<file path="config.mk">
export PLATFORM = sky130hd
export DESIGN_NAME = keypad_code_lock_controller_flat
export DESIGN_NICKNAME = d
export VERILOG_FILES = /design/src/rtl/kclc_pkg.sv /design/src/rtl/kclc_if.sv /design/src/rtl/kclc_step.sv /design/src/rtl/keypad_code_lock_controller.sv /design/src/flat_wrapper.sv
export SDC_FILE = /design/constraint.sdc
export NUM_CORES = 1
export LEC_CHECK = 0
export BUFFER_PORTS_ARGS = -buffer_cell sky130_fd_sc_hd__buf_2
export CORE_MARGIN = 4
export CORE_UTILIZATION = 30
export CTS_BUF_LIST = sky130_fd_sc_hd__clkbuf_4
export DETAILED_ROUTE_END_ITERATION = 12
export PLACE_DENSITY = 0.47
export RECOVER_POWER = 100
export SETUP_SLACK_MARGIN = 0.4
export SYNTH_ARGS = -nofsm -noshare
export SYNTH_HDL_FRONTEND = slang
export SYNTH_SLANG_ARGS = --single-unit
</file>
<file path="constraint.sdc">
create_clock -name clk -period 4.1 [get_ports clk]
set_input_delay 0.41 -clock clk [delete_from_list [all_inputs] [get_ports clk]]
set_output_delay 0.41 -clock clk [all_outputs]
set_load 0.01 [all_outputs]
</file>
<file path="src/rtl/kclc_pkg.sv">
// Package for the keypad code lock controller.
// Holds phase and event codes, key characters, register indexes and the keypad table.
// No dependencies.
package kclc_pkg;

	localparam int CODE_LENGTH_DEF = 4;

	localparam int KEY_W   = 5;
	localparam int CHAR_W  = 8;
	localparam int FAIL_W  = 4;
	localparam int POS_W   = 3;
	localparam int MCODE_W = 40;
	localparam int APB_AW  = 5;
	localparam int APB_DW  = 64;

	localparam logic [CHAR_W-1:0] CHAR_STAR = 8'd42;
	localparam logic [CHAR_W-1:0] CHAR_HASH = 8'd35;
	localparam logic [CHAR_W-1:0] CHAR_NONE = 8'hFF;
	localparam logic [CHAR_W-1:0] CHAR_0 = 8'h30;
	localparam logic [CHAR_W-1:0] CHAR_2 = 8'h32;
	localparam logic [CHAR_W-1:0] CHAR_3 = 8'h33;
	localparam logic [CHAR_W-1:0] CHAR_4 = 8'h34;
	localparam logic [CHAR_W-1:0] CHAR_5 = 8'h35;
	localparam logic [CHAR_W-1:0] CHAR_8 = 8'h38;

	localparam logic [MCODE_W-1:0] MASTER_RST = {CHAR_2, CHAR_3, CHAR_4, CHAR_5, CHAR_5};
	localparam logic [FAIL_W-1:0]  MAX_FAIL_RST = 4'd3;
	localparam logic [FAIL_W-1:0]  RETAIN_RST   = 4'd2;
	localparam logic [FAIL_W-1:0]  FAIL_SAT     = 4'd15;

	localparam logic [1:0] REG_MASTER = 2'd0;
	localparam logic [1:0] REG_MAXFAIL = 2'd1;
	localparam logic [1:0] REG_RETAIN = 2'd2;

	typedef enum logic [1:0] {
		PH_IDLE    = 2'd0,
		PH_ENTRY   = 2'd1,
		PH_MASTER  = 2'd2,
		PH_NEWCODE = 2'd3
	} phase_t;

	typedef enum logic [3:0] {
		EV_NONE     = 4'd0,
		EV_KEY      = 4'd1,
		EV_GRANTED  = 4'd2,
		EV_RELOCKED = 4'd3,
		EV_DENIED   = 4'd4,
		EV_LOCKOUT  = 4'd5,
		EV_CHANGED  = 4'd6,
		EV_CHG_ERR  = 4'd7,
		EV_RESTART  = 4'd8
	} event_t;

	typedef struct packed {
		logic [MCODE_W-1:0] master_code;
		logic [FAIL_W-1:0]  max_failures;
		logic [FAIL_W-1:0]  retained_failures;
	} cfg_t;

	typedef struct packed {
		phase_t             phase;
		logic [CHAR_W-1:0]  key_char;
		logic [POS_W-1:0]   position;
		event_t             event_res;
		logic               unlocked;
		logic               lock_released;
		logic               alarm;
		logic [FAIL_W-1:0]  failures;
	} res_t;

	function automatic logic [CHAR_W-1:0] key_to_ascii(input logic [KEY_W-1:0] code);
		logic [CHAR_W-1:0] c;
		unique case (code)
			5'd1:    c = 8'h31;
			5'd2:    c = 8'h32;
			5'd3:    c = 8'h33;
			5'd4:    c = 8'h41;
			5'd5:    c = 8'h34;
			5'd6:    c = 8'h35;
			5'd7:    c = 8'h36;
			5'd8:    c = 8'h42;
			5'd9:    c = 8'h37;
			5'd10:   c = 8'h38;
			5'd11:   c = 8'h39;
			5'd12:   c = 8'h43;
			5'd13:   c = CHAR_STAR;
			5'd14:   c = 8'h30;
			5'd15:   c = CHAR_HASH;
			5'd16:   c = 8'h44;
			default: c = 8'h00;
		endcase
		return c;
	endfunction

	function automatic logic [CHAR_W-1:0] default_code_char(input int unsigned k);
		logic [CHAR_W-1:0] c;
		unique case (k)
			0:       c = CHAR_2;
			1:       c = CHAR_5;
			2:       c = CHAR_8;
			default: c = CHAR_0;
		endcase
		return c;
	endfunction

endpackage

</file>
<file path="src/rtl/kclc_if.sv">
// Valid/ready channel interfaces for the keypad code lock controller.
// Depends on kclc_pkg.
interface kclc_key_if;
	logic                        valid;
	logic                        ready;
	logic [kclc_pkg::KEY_W-1:0]  key_code;
	logic                        door_sensor;

	modport source (output valid, key_code, door_sensor, input ready);
	modport sink (input valid, key_code, door_sensor, output ready);
endinterface

interface kclc_res_if;
	logic                         valid;
	logic                         ready;
	kclc_pkg::phase_t             phase;
	logic [kclc_pkg::CHAR_W-1:0]  key_char;
	logic [kclc_pkg::POS_W-1:0]   position;
	kclc_pkg::event_t             event_res;
	logic                         unlocked;
	logic                         lock_released;
	logic                         alarm;
	logic [kclc_pkg::FAIL_W-1:0]  failures;

	modport source (output valid, phase, key_char, position, event_res, unlocked,
		lock_released, alarm, failures, input ready);
	modport sink (input valid, phase, key_char, position, event_res, unlocked,
		lock_released, alarm, failures, output ready);
endinterface

</file>
<file path="src/rtl/kclc_step.sv">
// Next-state and result logic for one keypad transaction.
// Depends on kclc_pkg.
module kclc_step #(
	parameter int CODE_LENGTH = kclc_pkg::CODE_LENGTH_DEF,
	localparam int ENTRY_LEN = CODE_LENGTH + 1,
	localparam int CNT_W = $clog2(ENTRY_LEN + 1)
) (
	input  logic [kclc_pkg::KEY_W-1:0]   key_code,
	input  logic                         door_sensor,
	input  kclc_pkg::cfg_t               cfg,
	input  kclc_pkg::phase_t             phase,
	input  logic [CNT_W-1:0]             count,
	input  logic [kclc_pkg::CHAR_W-1:0]  entry_buf [ENTRY_LEN],
	input  logic [kclc_pkg::CHAR_W-1:0]  stored [CODE_LENGTH],
	input  logic [kclc_pkg::FAIL_W-1:0]  fail,
	input  logic                         granted,
	output kclc_pkg::phase_t             phase_n,
	output logic [CNT_W-1:0]             count_n,
	output logic                         buf_we,
	output logic [kclc_pkg::CHAR_W-1:0]  entry_buf_n [ENTRY_LEN],
	output logic                         stored_we,
	output logic [kclc_pkg::FAIL_W-1:0]  fail_n,
	output logic                         granted_n,
	output kclc_pkg::res_t               res
);

	logic [kclc_pkg::CHAR_W-1:0] ch;
	logic                        key_ok;
	logic                        master_hit;
	logic                        code_ok;
	logic [CNT_W-1:0]            count_inc;
	logic [kclc_pkg::FAIL_W-1:0] fail_inc;
	logic                        alarm;
	kclc_pkg::event_t            ev;

	assign ch        = kclc_pkg::key_to_ascii(key_code);
	assign key_ok    = (key_code >= 5'd1) && (key_code <= 5'd16);
	assign count_inc = count + CNT_W'(1);
	assign fail_inc  = (fail < kclc_pkg::FAIL_SAT) ? fail + 4'd1 : fail;

	always_comb begin
		for (int k = 0; k < ENTRY_LEN; k++) begin
			entry_buf_n[k] = (count == CNT_W'(k)) ? ch : entry_buf[k];
		end
	end

	generate
		if (ENTRY_LEN == 5) begin : g_master
			always_comb begin
				master_hit = 1'b1;
				for (int k = 0; k < 5; k++) begin
					if (entry_buf_n[k] != cfg.master_code[8*(4-k) +: 8]) begin
						master_hit = 1'b0;
					end
				end
			end
		end else begin : g_no_master
			assign master_hit = 1'b0;
		end
	endgenerate

	always_comb begin
		code_ok = (fail < cfg.max_failures) && (entry_buf_n[CODE_LENGTH] == kclc_pkg::CHAR_HASH);
		for (int k = 0; k < CODE_LENGTH; k++) begin
			if (entry_buf_n[k] != stored[k]) begin
				code_ok = 1'b0;
			end
		end
	end

	always_comb begin
		phase_n   = phase;
		count_n   = count;
		buf_we    = 1'b0;
		stored_we = 1'b0;
		fail_n    = fail;
		granted_n = granted;
		alarm     = 1'b0;
		ev        = kclc_pkg::EV_NONE;
		if (key_ok) begin
			unique case (phase)
				kclc_pkg::PH_IDLE: begin
					if (ch == kclc_pkg::CHAR_STAR) begin
						phase_n = kclc_pkg::PH_ENTRY;
						count_n = '0;
						ev      = kclc_pkg::EV_KEY;
					end
				end
				kclc_pkg::PH_MASTER: begin
					if (ch == kclc_pkg::CHAR_HASH) begin
						phase_n   = kclc_pkg::PH_NEWCODE;
						granted_n = 1'b0;
						count_n   = '0;
						ev        = kclc_pkg::EV_KEY;
					end else begin
						phase_n = kclc_pkg::PH_IDLE;
						count_n = '0;
						fail_n  = fail_inc;
						ev      = kclc_pkg::EV_DENIED;
						if (fail_inc >= cfg.max_failures) begin
							alarm     = 1'b1;
							ev        = kclc_pkg::EV_LOCKOUT;
							fail_n    = cfg.retained_failures;
							granted_n = 1'b0;
						end
					end
				end
				default: begin
					if (ch == kclc_pkg::CHAR_STAR) begin
						count_n = '0;
						ev      = kclc_pkg::EV_RESTART;
					end else begin
						buf_we  = (count < CNT_W'(ENTRY_LEN));
						count_n = count_inc;
						if (count_inc < CNT_W'(ENTRY_LEN)) begin
							ev = kclc_pkg::EV_KEY;
						end else if (phase == kclc_pkg::PH_ENTRY) begin
							if (master_hit) begin
								phase_n = kclc_pkg::PH_MASTER;
								ev      = kclc_pkg::EV_KEY;
							end else if (!code_ok) begin
								phase_n = kclc_pkg::PH_IDLE;
								count_n = '0;
								fail_n  = fail_inc;
								ev      = kclc_pkg::EV_DENIED;
								if (fail_inc >= cfg.max_failures) begin
									alarm     = 1'b1;
									ev        = kclc_pkg::EV_LOCKOUT;
									fail_n    = cfg.retained_failures;
									granted_n = 1'b0;
								end
							end else begin
								phase_n = kclc_pkg::PH_IDLE;
								count_n = '0;
								fail_n  = '0;
								if (granted || door_sensor) begin
									granted_n = 1'b0;
									ev        = kclc_pkg::EV_RELOCKED;
								end else begin
									granted_n = 1'b1;
									ev        = kclc_pkg::EV_GRANTED;
								end
							end
						end else begin
							phase_n = kclc_pkg::PH_IDLE;
							count_n = '0;
							if (entry_buf_n[CODE_LENGTH] == kclc_pkg::CHAR_HASH) begin
								stored_we = 1'b1;
								ev        = kclc_pkg::EV_CHANGED;
							end else begin
								ev = kclc_pkg::EV_CHG_ERR;
							end
						end
					end
				end
			endcase
		end
	end

	always_comb begin
		res.phase         = phase_n;
		res.key_char      = ch;
		res.position      = kclc_pkg::POS_W'(count_n);
		res.event_res     = ev;
		res.unlocked      = granted_n;
		res.lock_released = granted_n || (phase_n == kclc_pkg::PH_NEWCODE);
		res.alarm         = alarm;
		res.failures      = fail_n;
	end

endmodule

</file>
<file path="src/rtl/keypad_code_lock_controller.sv">
// Top level of the keypad code lock controller: channels, state and config registers.
// Depends on kclc_pkg, kclc_if.sv and kclc_step.
//
// keys carries one keypad scan code and the door sensor level per transaction;
// results returns exactly one transaction per key: phase, key character, entry
// position, event code, unlock and lock-release levels, alarm pulse and failure count.
// A scan code outside 1..16 is ignored but still answered with event none.
// Registers on the APB port: master_code at 0x00 (40 bits), max_failures at 0x08,
// retained_failures at 0x10; write them only while no transaction is in flight.
// From acceptance to result valid: the input register loads at the accepting edge, and
// one pass of next-state logic then updates the lock state and loads the result register
// once the result register is free or being read. Throughput is one key per cycle while
// results does not stall; the single-pass state update is the only loop.
// When results stalls, the result register holds and the input register keeps
// the next key; keys.ready drops only once both are full.
// Reset returns to idle, clears the failure count and grant, restores the stored
// code "2580" and the register defaults; the entry buffer is undefined until written.
module keypad_code_lock_controller #(
	parameter int CODE_LENGTH = kclc_pkg::CODE_LENGTH_DEF
) (
	input  logic                          clk,
	input  logic                          arst_n,
	kclc_key_if.sink                      keys,
	kclc_res_if.source                    results,
	input  logic                          psel,
	input  logic                          penable,
	input  logic                          pwrite,
	input  logic [kclc_pkg::APB_AW-1:0]   paddr,
	input  logic [kclc_pkg::APB_DW-1:0]   pwdata,
	output logic [kclc_pkg::APB_DW-1:0]   prdata,
	output logic                          pready
);

	localparam int ENTRY_LEN = CODE_LENGTH + 1;
	localparam int CNT_W = $clog2(ENTRY_LEN + 1);

	kclc_pkg::cfg_t              cfg_q;
	logic                        wr_en;

	logic                        valid_s1;
	logic [kclc_pkg::KEY_W-1:0]  key_s1;
	logic                        sensor_s1;
	logic                        adv_s1;
	logic                        adv_s2;

	logic                        valid_s2;
	kclc_pkg::res_t              res_s2;

	kclc_pkg::phase_t            phase_q;
	logic [CNT_W-1:0]            count_q;
	logic [kclc_pkg::CHAR_W-1:0] entry_buf_q [ENTRY_LEN];
	logic [kclc_pkg::CHAR_W-1:0] stored_q [CODE_LENGTH];
	logic [kclc_pkg::FAIL_W-1:0] fail_q;
	logic                        granted_q;

	kclc_pkg::phase_t            phase_n;
	logic [CNT_W-1:0]            count_n;
	logic                        buf_we;
	logic [kclc_pkg::CHAR_W-1:0] entry_buf_n [ENTRY_LEN];
	logic                        stored_we;
	logic [kclc_pkg::FAIL_W-1:0] fail_n;
	logic                        granted_n;
	kclc_pkg::res_t              res_n;

	assign pready = 1'b1;
	assign wr_en  = psel && penable && pwrite;

	always_ff @(posedge clk or negedge arst_n) begin
		if (!arst_n) begin
			cfg_q.master_code       <= kclc_pkg::MASTER_RST;
			cfg_q.max_failures      <= kclc_pkg::MAX_FAIL_RST;
			cfg_q.retained_failures <= kclc_pkg::RETAIN_RST;
		end else if (wr_en) begin
			unique case (paddr[4:3])
				kclc_pkg::REG_MASTER:  cfg_q.master_code <= pwdata[kclc_pkg::MCODE_W-1:0];
				kclc_pkg::REG_MAXFAIL: cfg_q.max_failures <= pwdata[kclc_pkg::FAIL_W-1:0];
				kclc_pkg::REG_RETAIN:  cfg_q.retained_failures <= pwdata[kclc_pkg::FAIL_W-1:0];
				default: ;
			endcase
		end
	end

	always_comb begin
		unique case (paddr[4:3])
			kclc_pkg::REG_MASTER:  prdata = kclc_pkg::APB_DW'(cfg_q.master_code);
			kclc_pkg::REG_MAXFAIL: prdata = kclc_pkg::APB_DW'(cfg_q.max_failures);
			kclc_pkg::REG_RETAIN:  prdata = kclc_pkg::APB_DW'(cfg_q.retained_failures);
			default:               prdata = '0;
		endcase
	end

	assign adv_s2     = valid_s1 && (!valid_s2 || results.ready);
	assign adv_s1     = !valid_s1 || adv_s2;
	assign keys.ready = adv_s1;

	always_ff @(posedge clk or negedge arst_n) begin
		if (!arst_n) begin
			valid_s1 <= 1'b0;
		end else if (adv_s1) begin
			valid_s1 <= keys.valid;
		end
	end

	always_ff @(posedge clk) begin
		if (adv_s1 && keys.valid) begin
			key_s1    <= keys.key_code;
			sensor_s1 <= keys.door_sensor;
		end
	end

	kclc_step #(
		.CODE_LENGTH(CODE_LENGTH)
	) u_step (
		.key_code    (key_s1),
		.door_sensor (sensor_s1),
		.cfg         (cfg_q),
		.phase       (phase_q),
		.count       (count_q),
		.entry_buf   (entry_buf_q),
		.stored      (stored_q),
		.fail        (fail_q),
		.granted     (granted_q),
		.phase_n     (phase_n),
		.count_n     (count_n),
		.buf_we      (buf_we),
		.entry_buf_n (entry_buf_n),
		.stored_we   (stored_we),
		.fail_n      (fail_n),
		.granted_n   (granted_n),
		.res         (res_n)
	);

	always_ff @(posedge clk or negedge arst_n) begin
		if (!arst_n) begin
			phase_q   <= kclc_pkg::PH_IDLE;
			count_q   <= '0;
			fail_q    <= '0;
			granted_q <= 1'b0;
			for (int k = 0; k < CODE_LENGTH; k++) begin
				stored_q[k] <= kclc_pkg::default_code_char(k);
			end
		end else if (adv_s2) begin
			phase_q   <= phase_n;
			count_q   <= count_n;
			fail_q    <= fail_n;
			granted_q <= granted_n;
			if (stored_we) begin
				for (int k = 0; k < CODE_LENGTH; k++) begin
					stored_q[k] <= entry_buf_n[k];
				end
			end
		end
	end

	always_ff @(posedge clk) begin
		if (adv_s2 && buf_we) begin
			entry_buf_q <= entry_buf_n;
		end
	end

	always_ff @(posedge clk or negedge arst_n) begin
		if (!arst_n) begin
			valid_s2 <= 1'b0;
		end else if (adv_s2) begin
			valid_s2 <= 1'b1;
		end else if (results.ready) begin
			valid_s2 <= 1'b0;
		end
	end

	always_ff @(posedge clk) begin
		if (adv_s2) begin
			res_s2 <= res_n;
		end
	end

	assign results.valid         = valid_s2;
	assign results.phase         = res_s2.phase;
	assign results.key_char      = res_s2.key_char;
	assign results.position      = res_s2.position;
	assign results.event_res     = res_s2.event_res;
	assign results.unlocked      = res_s2.unlocked;
	assign results.lock_released = res_s2.lock_released;
	assign results.alarm         = res_s2.alarm;
	assign results.failures      = res_s2.failures;

endmodule
</file>
<file path="src/flat_wrapper.sv">
// flat-port wrapper written by rule: the top's interface ports become plain ports
module keypad_code_lock_controller_flat 
#(
	parameter int CODE_LENGTH = kclc_pkg::CODE_LENGTH_DEF
)
  (clk, arst_n, psel, penable, pwrite, paddr, pwdata, prdata, pready, keys_valid, keys_key_code, keys_door_sensor, keys_ready, results_valid, results_phase, results_key_char, results_position, results_event_res, results_unlocked, results_lock_released, results_alarm, results_failures, results_ready);
  kclc_key_if keys_i ();
  kclc_res_if results_i ();
  input  logic clk;
  input  logic arst_n;
  input  logic psel;
  input  logic penable;
  input  logic pwrite;
  input  logic [kclc_pkg::APB_AW-1:0] paddr;
  input  logic [kclc_pkg::APB_DW-1:0] pwdata;
  output logic [kclc_pkg::APB_DW-1:0] prdata;
  output logic pready;
  input wire logic [$bits(keys_i.valid)-1:0] keys_valid;
  input wire logic [$bits(keys_i.key_code)-1:0] keys_key_code;
  input wire logic [$bits(keys_i.door_sensor)-1:0] keys_door_sensor;
  output wire logic [$bits(keys_i.ready)-1:0] keys_ready;
  output wire logic [$bits(results_i.valid)-1:0] results_valid;
  output wire logic [$bits(results_i.phase)-1:0] results_phase;
  output wire logic [$bits(results_i.key_char)-1:0] results_key_char;
  output wire logic [$bits(results_i.position)-1:0] results_position;
  output wire logic [$bits(results_i.event_res)-1:0] results_event_res;
  output wire logic [$bits(results_i.unlocked)-1:0] results_unlocked;
  output wire logic [$bits(results_i.lock_released)-1:0] results_lock_released;
  output wire logic [$bits(results_i.alarm)-1:0] results_alarm;
  output wire logic [$bits(results_i.failures)-1:0] results_failures;
  input wire logic [$bits(results_i.ready)-1:0] results_ready;
  assign keys_i.valid = keys_valid;
  assign keys_i.key_code = keys_key_code;
  assign keys_i.door_sensor = keys_door_sensor;
  assign keys_ready = keys_i.ready;
  assign results_valid = results_i.valid;
  assign results_phase = results_i.phase;
  assign results_key_char = results_i.key_char;
  assign results_position = results_i.position;
  assign results_event_res = results_i.event_res;
  assign results_unlocked = results_i.unlocked;
  assign results_lock_released = results_i.lock_released;
  assign results_alarm = results_i.alarm;
  assign results_failures = results_i.failures;
  assign results_i.ready = results_ready;
  keypad_code_lock_controller #(.CODE_LENGTH(CODE_LENGTH)) u_core (.clk(clk), .arst_n(arst_n), .keys(keys_i), .results(results_i), .psel(psel), .penable(penable), .pwrite(pwrite), .paddr(paddr), .pwdata(pwdata), .prdata(prdata), .pready(pready));
endmodule
</file>
Word level (Yosys, flattened, before mapping)
Memories as Yosys holds them, arrays and structs flattened. A register that Yosys moved wholly into a read port is not among the register bits.
Cells that the tools add are included.
- $add $sub $neg: 2
- $lt $le $gt $ge: 7
- equal/unequal tests: 21
- multiplexer cells: 81
- reductions and logical operators: 22
- operator list (operator ; count):
    $pmux W40 S3 ; 1
    $ne A8 B8 Y1 ; 9
    $mux W4 ; 14
    $mux W1 ; 40
    $mux W8 ; 5
    $eq A8 B6 Y1 const B ; 3
    $mux W3 ; 7
    $pmux W4 S2 ; 2
    $mux W2 ; 7
    $reduce_and A2 Y1 ; 4
    $logic_and A1 B1 Y1 ; 7
    $eq A2 B2 Y1 const B ; 3
    $eq A3 B2 Y1 const B ; 2
    $lt A3 B3 Y1 const B ; 2
    $pmux W3 S2 ; 1
    $ge A5 B1 Y1 const B ; 1
    $le A5 B5 Y1 const B ; 1
    $mux W5 ; 1
    $add A4 B1 Y4 const B ; 1
    $eq A2 B1 Y1 const B ; 2
    $ge A4 B4 Y1 ; 1
    $logic_not A2 Y1 ; 2
    $logic_or A1 B1 Y1 ; 4
    $lt A4 B4 Y1 ; 1
    10 further kinds ; 12
- flip-flop bits (word level): 162
- ROM bits: 224
- input port bits: 82
- output and inout bits: 91
- logic and storage cells: 162
- memories: 1
- memory list (name ; depth ; bits a word ; rd ports ; clocked after Yosys merged registers in ; write ports ; line ; text):
    (no name shown) ; 32 ; 7 ; 1 ; 1 ; 0 ; kclc_pkg.sv:73 ; unique case (code)

Logic depth before layout (Yosys ltp)
- depth after elaboration: 16
- gate-level depth with buffers: 15
- gate-level depth less buffers: 13

Modules after synthesis
A second synthesis with hierarchy kept.
- cells, all modules: 838
- area total of the unflattened synthesis: 9465.3 µm²
- by module, submodules not included (module ; instances ; cells each ; area an instance (µm²) ; seq. area each (µm²)):
    keypad_code_lock_controller ; 1 ; 354 ; 6162.2 ; 4445.5
    kclc_step ; 1 ; 484 ; 3303.2 ; 0.0

Worst setup path before layout
Ideal clock, no wire load.
- kind: reg2reg
- from: register u_core.count_q[2]
- to: register u_core.res_s2, in the netlist u_core.results.failures[0] (data pin)
- library setup time: 0.273 ns
- data arrival time: 3.122 ns
- required time: 3.827 ns
- path slack: 0.705 ns
- cell stages (with the launch flop): 15
- path buffers: 4
- clock period less this slack: 3.395 ns
- cells stage by stage: dfrtp_1 buf_2 buf_2 inv_1 ha_1 buf_6 mux2i_4 xnor2_1 a2111oi_2 o2111ai_1 or4_4 or2_4 buf_6 a211oi_1 a221oi_1
- cells in the longest elaborated chain, start to end: 15
- elaborated cells on any way between the ends: 39
- those cells by class: add/sub (1); order compare (1); eq/ne (14); mux (21); reduce/logical (2)
- ends and longest elaborated chain (what ; line ; text):
    start: declaration ; keypad_code_lock_controller.sv:50 ; logic [CNT_W-1:0] count_q;
    start signal: assignment ; keypad_code_lock_controller.sv:144 ; count_q <= count_n;
    $eq A3 B3 Y1 ; kclc_step.sv:43 ; entry_buf_n[k] = (count == CNT_W'(k)) ? ch : entry_buf[k];
    $mux W8 ; kclc_step.sv:43 ;
    $eq A8 B6 Y1 ; kclc_step.sv:63 ; code_ok = (fail < cfg.max_failures) && (entry_buf_n[CODE_LENGTH] == kclc_pkg::CHAR_HASH);
    $logic_and A1 B1 Y1 ; kclc_step.sv:63 ;
    $mux W1 (4 in a row) ; kclc_step.sv:65 ; if (entry_buf_n[k] != stored[k]) begin
    $mux W4 ; kclc_step.sv:121 ; end else if (!code_ok) begin
    $mux W4 ; kclc_step.sv:118 ; if (master_hit) begin
    $mux W4 ; kclc_step.sv:117 ; end else if (phase == kclc_pkg::PH_ENTRY) begin
    $mux W4 * ; kclc_step.sv:115 ; if (count_inc < CNT_W'(ENTRY_LEN)) begin
    $mux W4 * ; kclc_step.sv:109 ; if (ch == kclc_pkg::CHAR_STAR) begin
    $pmux W4 S2 * ; kclc_step.sv:81 ; unique case (phase)
    $mux W4 * ; kclc_step.sv:80 ; if (key_ok) begin
    named net u_core.fail_n, one bit ; keypad_code_lock_controller.sv:61 ; logic [kclc_pkg::FAIL_W-1:0] fail_n;
    end signal: assignment ; keypad_code_lock_controller.sv:173 ; res_s2 <= res_n;
    end: declaration ; keypad_code_lock_controller.sv:47 ; kclc_pkg::res_t res_s2;
The timed path passes the listed nets; every way through them passes the cells marked *.
A chain may end at the register's enable or synchronous reset.

Worst setup path after layout
- from: register u_core.count_q[1]
- to: register u_core.res_s2, in the netlist u_core.results.failures[2] (data pin)
Same word-level chain as after synthesis.

==> run_summary.xml <==
<?xml version="1.0" encoding="UTF-8"?>
<metrics>
  <group name="synth">
    <metric name="yosys.area.top_type" unit="">sky130_fd_sc_hd__edfxtp_1</metric>
    <metric name="synth_area_per_cell" unit="µm²">9.87</metric>
    <metric name="syn_inst" unit="">1007</metric>
    <metric name="number_of_storage_elements_in_the_synthesis_netlist" unit="">168</metric>
    <metric name="syn_area" unit="mm²">0.00994</metric>
    <metric name="synthArstFlopShare" unit="%">54.8</metric>
    <metric name="netlist_top_cells_area" unit="">sky130_fd_sc_hd__edfxtp_1 (21%), sky130_fd_sc_hd__dfrtp_1 (15%), sky130_fd_sc_hd__dfstp_2 (8.7%), sky130_fd_sc_hd__mux2_2 (6.7%), sky130_fd_sc_hd__o21ai_0 (3.9%)</metric>
    <metric name="seq_area_frac_synth" unit="%">45.8</metric>
    <metric name="main_synth_ff_type" unit="">sky130_fd_sc_hd__edfxtp_1</metric>
    <metric name="yosysWarnings" unit="">0</metric>
    <metric name="synth-edff-count" unit="">69</metric>
    <metric name="netlist.area_leader.share" unit="%">20.8</metric>
    <metric name="yosys.cell_types.count" unit="">78</metric>
  </group>
  <group name="final_layout">
    <metric name="fin_nets" unit="">1281</metric>
    <metric name="fraction_of_final_layout_cells_sized_beyond_drive_strength_1" unit="%">19.2</metric>
    <metric name="post-route-util" unit="%">36.0</metric>
    <metric name="syn2layout_area_growth" unit="%">18.1</metric>
    <metric name="fillCellCount" unit="">3395</metric>
  </group>
  <group name="outcome">
    <metric name="violations" unit="">capacitance limit, slew limit</metric>
    <metric name="run_status" unit="">finished with violations</metric>
  </group>
  <group name="clock_network">
    <metric name="cts_num_sinks" unit="">168</metric>
    <metric name="cts_buffers" unit="">17</metric>
    <metric name="postCtsSetupRepairBufs" unit="">0</metric>
    <metric name="cts_buffer_depth" unit="">2</metric>
    <metric name="clkLatencyLatePin" unit="ps">600</metric>
    <metric name="ctsHtreeMaxLevel" unit="">4</metric>
    <metric name="tritoncts" unit="">done</metric>
    <metric name="clk_pin_slew_worst_paths" unit="ps">170</metric>
    <metric name="clock-root-buffer" unit="">sky130_fd_sc_hd__clkbuf_4</metric>
  </group>
  <group name="drt">
    <metric name="route.antenna.remaining_nets" unit="">0</metric>
    <metric name="detailedRoute.firstPassIterationCount" unit="">5</metric>
    <metric name="drt_iter0_drc" unit="">806</metric>
    <metric name="drcViolationCount" unit="">0</metric>
    <metric name="viasPerCell" unit="">5.02</metric>
    <metric name="route.final.wire_length" unit="mm">32.2</metric>
    <metric name="post_drt_wl_per_cell" unit="µm">19.7</metric>
    <metric name="routed-via-count" unit="">8212</metric>
  </group>
  <group name="die">
    <metric name="top_level_pins" unit="">173</metric>
    <metric name="floorplan_core_area" unit="mm²">0.0326</metric>
    <metric name="floorplan.initialDensity" unit="%">30.5</metric>
    <metric name="floorplan.rows" unit="">66</metric>
    <metric name="die_width" unit="µm">190</metric>
    <metric name="die_height" unit="µm">190</metric>
    <metric name="dieArea" unit="mm²">0.0361</metric>
  </group>
  <group name="global_route">
    <metric name="gr-total-overflow" unit="">0</metric>
    <metric name="gr-usage-all-layers" unit="%">17.4</metric>
    <metric name="antenna_violations_before_repair" unit="">1</metric>
    <metric name="grt_first_pass_wirelength" unit="mm">48.4</metric>
    <metric name="grt_start_max_net_pins" unit="">67</metric>
    <metric name="via_count_of_the_first_global_routing_pass" unit="">7969</metric>
  </group>
  <group name="timing">
    <metric name="setup_violations" unit="">0</metric>
    <metric name="timing.setup.tns" unit="ps">0</metric>
    <metric name="hold_viol" unit="">0</metric>
    <metric name="timing.final.max_slew_violations" unit="">132</metric>
    <metric name="max-slew-margin-rel" unit="%">-31.5</metric>
    <metric name="layout_worst_path_cycle_share" unit="%">90.2</metric>
    <metric name="clock_skew" unit="ps">26.6</metric>
    <metric name="worst-slew-pin-transition" unit="ps">1970</metric>
    <metric name="max_clock_freq" unit="MHz">270</metric>
    <metric name="setup_repair_after_global_routing_missed_its_margin" unit="">false</metric>
    <metric name="period_minus_slack" unit="ps">3700</metric>
  </group>
  <group name="worst_setup_path">
    <metric name="path_common_cell" unit="">sky130_fd_sc_hd__buf_4</metric>
    <metric name="critical_path.reg2reg.startpoint" unit="">u_core.count_q[1]</metric>
    <metric name="cp.depth" unit="">12</metric>
    <metric name="startpoint_type" unit="">flip-flop</metric>
    <metric name="crit_path_end" unit="">u_core.results.failures[2]</metric>
    <metric name="worstPathMaxFanout" unit="">14</metric>
    <metric name="critical_path.slowest_cell" unit="">sky130_fd_sc_hd__dfrtp_1</metric>
    <metric name="worstPathCellList" unit="">inv_1, ha_1, nand2b_1, buf_4, a31oi_1, nand4b_1, nor4_1, nand4_1, buf_4, or2_4, a211oi_1, a221oi_1</metric>
    <metric name="critPathRequiredTime" unit="ps">4430</metric>
    <metric name="cp_slowest_stage_delay" unit="ps">480</metric>
    <metric name="crit_type" unit="">reg2reg</metric>
    <metric name="r2r.worst_path.cells" unit="">12</metric>
    <metric name="flop_to_flop_setup_slack" unit="ps">400</metric>
    <metric name="worstReg2RegEnd" unit="">u_core.results.failures[2]</metric>
    <metric name="crit_start" unit="">u_core.count_q[1]</metric>
    <metric name="arrival" unit="ps">4030</metric>
    <metric name="critPathTopFamily" unit="">simple AND/OR/NAND/NOR gates</metric>
    <metric name="timing.critical_path.to_type" unit="">flip-flop</metric>
    <metric name="critical_path_buffers_and_inverters" unit="">3</metric>
  </group>
  <group name="job">
    <metric name="drv_cap" unit="">3</metric>
  </group>
  <group name="power_and_ir_drop">
    <metric name="power.density" unit="mW/mm²">448</metric>
    <metric name="cellLeakagePower" unit="nW">4.69</metric>
    <metric name="max-vdd-ir-drop" unit="V">0.000223</metric>
  </group>
  <group name="placement">
    <metric name="place.gp.congestion" unit="">0.883</metric>
    <metric name="detailedPlacementHpwl" unit="mm">23.5</metric>
    <metric name="io_buffer_count" unit="">119</metric>
  </group>
  <group name="min_path">
    <metric name="tightest_hold_check_type" unit="">in2reg</metric>
  </group>
</metrics>
[synth_stat cells, types with 5 or more instances]
cell type                   n
sky130_fd_sc_hd__a21oi_1   35
sky130_fd_sc_hd__a211oi_1  10
sky130_fd_sc_hd__a31oi_1   12
sky130_fd_sc_hd__or3_1      5
sky130_fd_sc_hd__nor4bb_1   9
sky130_fd_sc_hd__o31ai_1    6
sky130_fd_sc_hd__nand4_1   17
sky130_fd_sc_hd__inv_1     70
sky130_fd_sc_hd__mux2i_1   22
sky130_fd_sc_hd__nand2b_1  18
sky130_fd_sc_hd__dfstp_2   33
sky130_fd_sc_hd__and3_1     6
sky130_fd_sc_hd__nand2_1   88
sky130_fd_sc_hd__nand3_1   20
sky130_fd_sc_hd__a221oi_1  12
sky130_fd_sc_hd__xor2_1    21
sky130_fd_sc_hd__buf_4     26
sky130_fd_sc_hd__nor2_1    45
sky130_fd_sc_hd__nor2b_1   24
sky130_fd_sc_hd__a32oi_1    8
sky130_fd_sc_hd__xnor2_1   29
sky130_fd_sc_hd__o21ai_0   78
sky130_fd_sc_hd__clkbuf_1  35
sky130_fd_sc_hd__dfxtp_1    7
sky130_fd_sc_hd__nand4b_1   5
sky130_fd_sc_hd__a21o_1     9
sky130_fd_sc_hd__and2_1    29
sky130_fd_sc_hd__nor4_1     8
sky130_fd_sc_hd__buf_2     10
sky130_fd_sc_hd__o22ai_1   11
sky130_fd_sc_hd__ha_1      18
sky130_fd_sc_hd__nor3_1    28
sky130_fd_sc_hd__edfxtp_1  69
sky130_fd_sc_hd__mux2_2    59
sky130_fd_sc_hd__dfrtp_1   59
[metrics by stage]
step	instance area [µm²]	worst slack (ps)	hold slack [ps]	power [mW]	instances
after floorplan	10000	705	114	3.48	1031
after global placement	11100	234	419	4.23	1559
after detailed placement	11100	187	430	4.23	1559
after CTS	11900	412	16.5	5.33	1636
after global routing	11700	217	32.6	5.58	1637
final	11700	400	74.0	5.26	1637
[tightest hold or removal path, delay by kind of cell]
kind                   cells  cell delay [ps]
buffers and inverters      1               80
and+or+nand+nor            2              150
[cells by family (layout without fill, tap and decap cells)]
kind of cell | count (synthesis) | in the layout | share of synthesized area [%]
compound gates | 221 | 221 | 14.4
fa+ha+maj | 18 | 18 | 2.27
simple gates | 318 | 318 | 16.8
mux | 84 | 84 | 9.49
other cells | 2 | 27 | 0.0756
buf+inv | 146 | 309 | 6.77
flops | 168 | 168 | 45.8
xor+xnor | 50 | 50 | 4.41
[power by group]
part           total [mW]  leakage (nW)  internal, mW  switching (mW)
clock                1.03         0.141         0.327           0.703
combinational        1.89          2.75         0.775            1.12
sequential           2.33          1.80          2.04           0.295
total                5.26          4.69          3.14            2.12
[per-layer routing]
metal,part of all wire (%),global-route usage (%),up-vias
li1,-,-,3925
met1,50,26.0,4018
met2,44,26.4,245
met3,4.6,2.83,24
met4,1.3,4.15,0
met5,0,0,-
[repair_timing]
action                                 CTS  global route
endpoints found under the hold margin   84             0
resized for setup                        1             7
pin swaps                                0             0
hold buffers                            45             0
setup endpoints to repair               20            23
cloned                                   0             0
[worst min path at each step]
stage                   startpoint                         end  cells after the start
5_1_grt              results_ready        u_core.results.valid                      3
3_5_place_dp   u_core.u_step.ch[5]  u_core.results.key_char[5]                      0
6_report             results_ready        u_core.results.valid                      3
3_3_place_gp   u_core.u_step.ch[5]  u_core.results.key_char[5]                      0
4_1_cts              results_ready        u_core.results.valid                      3
2_1_floorplan               arst_n             u_core.cfg_q[0]                      0
[flip-flops by register name, indices dropped and copies added (netlist names)]
register	cells
u_core.u_step.ch	7
u_core.phase_q	2
u_core.granted_q	1
u_core.cfg_q	48
u_core.key_s1	5
u_core.entry_buf_q	40
u_core.results.position	3
u_core.results.valid	1
u_core.results.failures	4
u_core.stored_q	32
u_core.fail_q	4
u_core.results.event_res	4
u_core.results.unlocked	1
u_core.count_q	3
u_core.results.lock_released	1
u_core.sensor_s1	1
u_core.valid_s1	1
u_core.results.key_char	7
u_core.results.phase	2
u_core.results.alarm	1
[cell usage in the layout, fill, tap and decap left out, types with 26 or more instances in the layout]
cell and count:
sky130_fd_sc_hd__dfrtp_1 59, sky130_fd_sc_hd__nand2_1 88, sky130_fd_sc_hd__nor2_1 45, sky130_fd_sc_hd__dlygate4sd3_1 45, sky130_fd_sc_hd__edfxtp_1 69, sky130_fd_sc_hd__buf_2 67, sky130_fd_sc_hd__nor3_1 28, sky130_fd_sc_hd__dfstp_2 32
sky130_fd_sc_hd__xnor2_1 29, sky130_fd_sc_hd__conb_1 26, sky130_fd_sc_hd__inv_1 70, sky130_fd_sc_hd__a21oi_1 35, sky130_fd_sc_hd__o21ai_0 78, sky130_fd_sc_hd__clkbuf_1 65, sky130_fd_sc_hd__mux2_2 54, sky130_fd_sc_hd__buf_4 27
[area by class of cell]
type	count	area [µm²]	area share [%]
Clock buffer	17	128	1.09
Multi-Input combinational cell	717	4810	41.0
Clock inverter	15	159	1.35
Antenna cell	1	2.50	0.0213
Timing Repair Buffer	207	1260	10.8
Inverter	70	263	2.24
Tap cell	442	553	4.71
Sequential cell	168	4560	38.8
(Power assumes the default switching activity.)
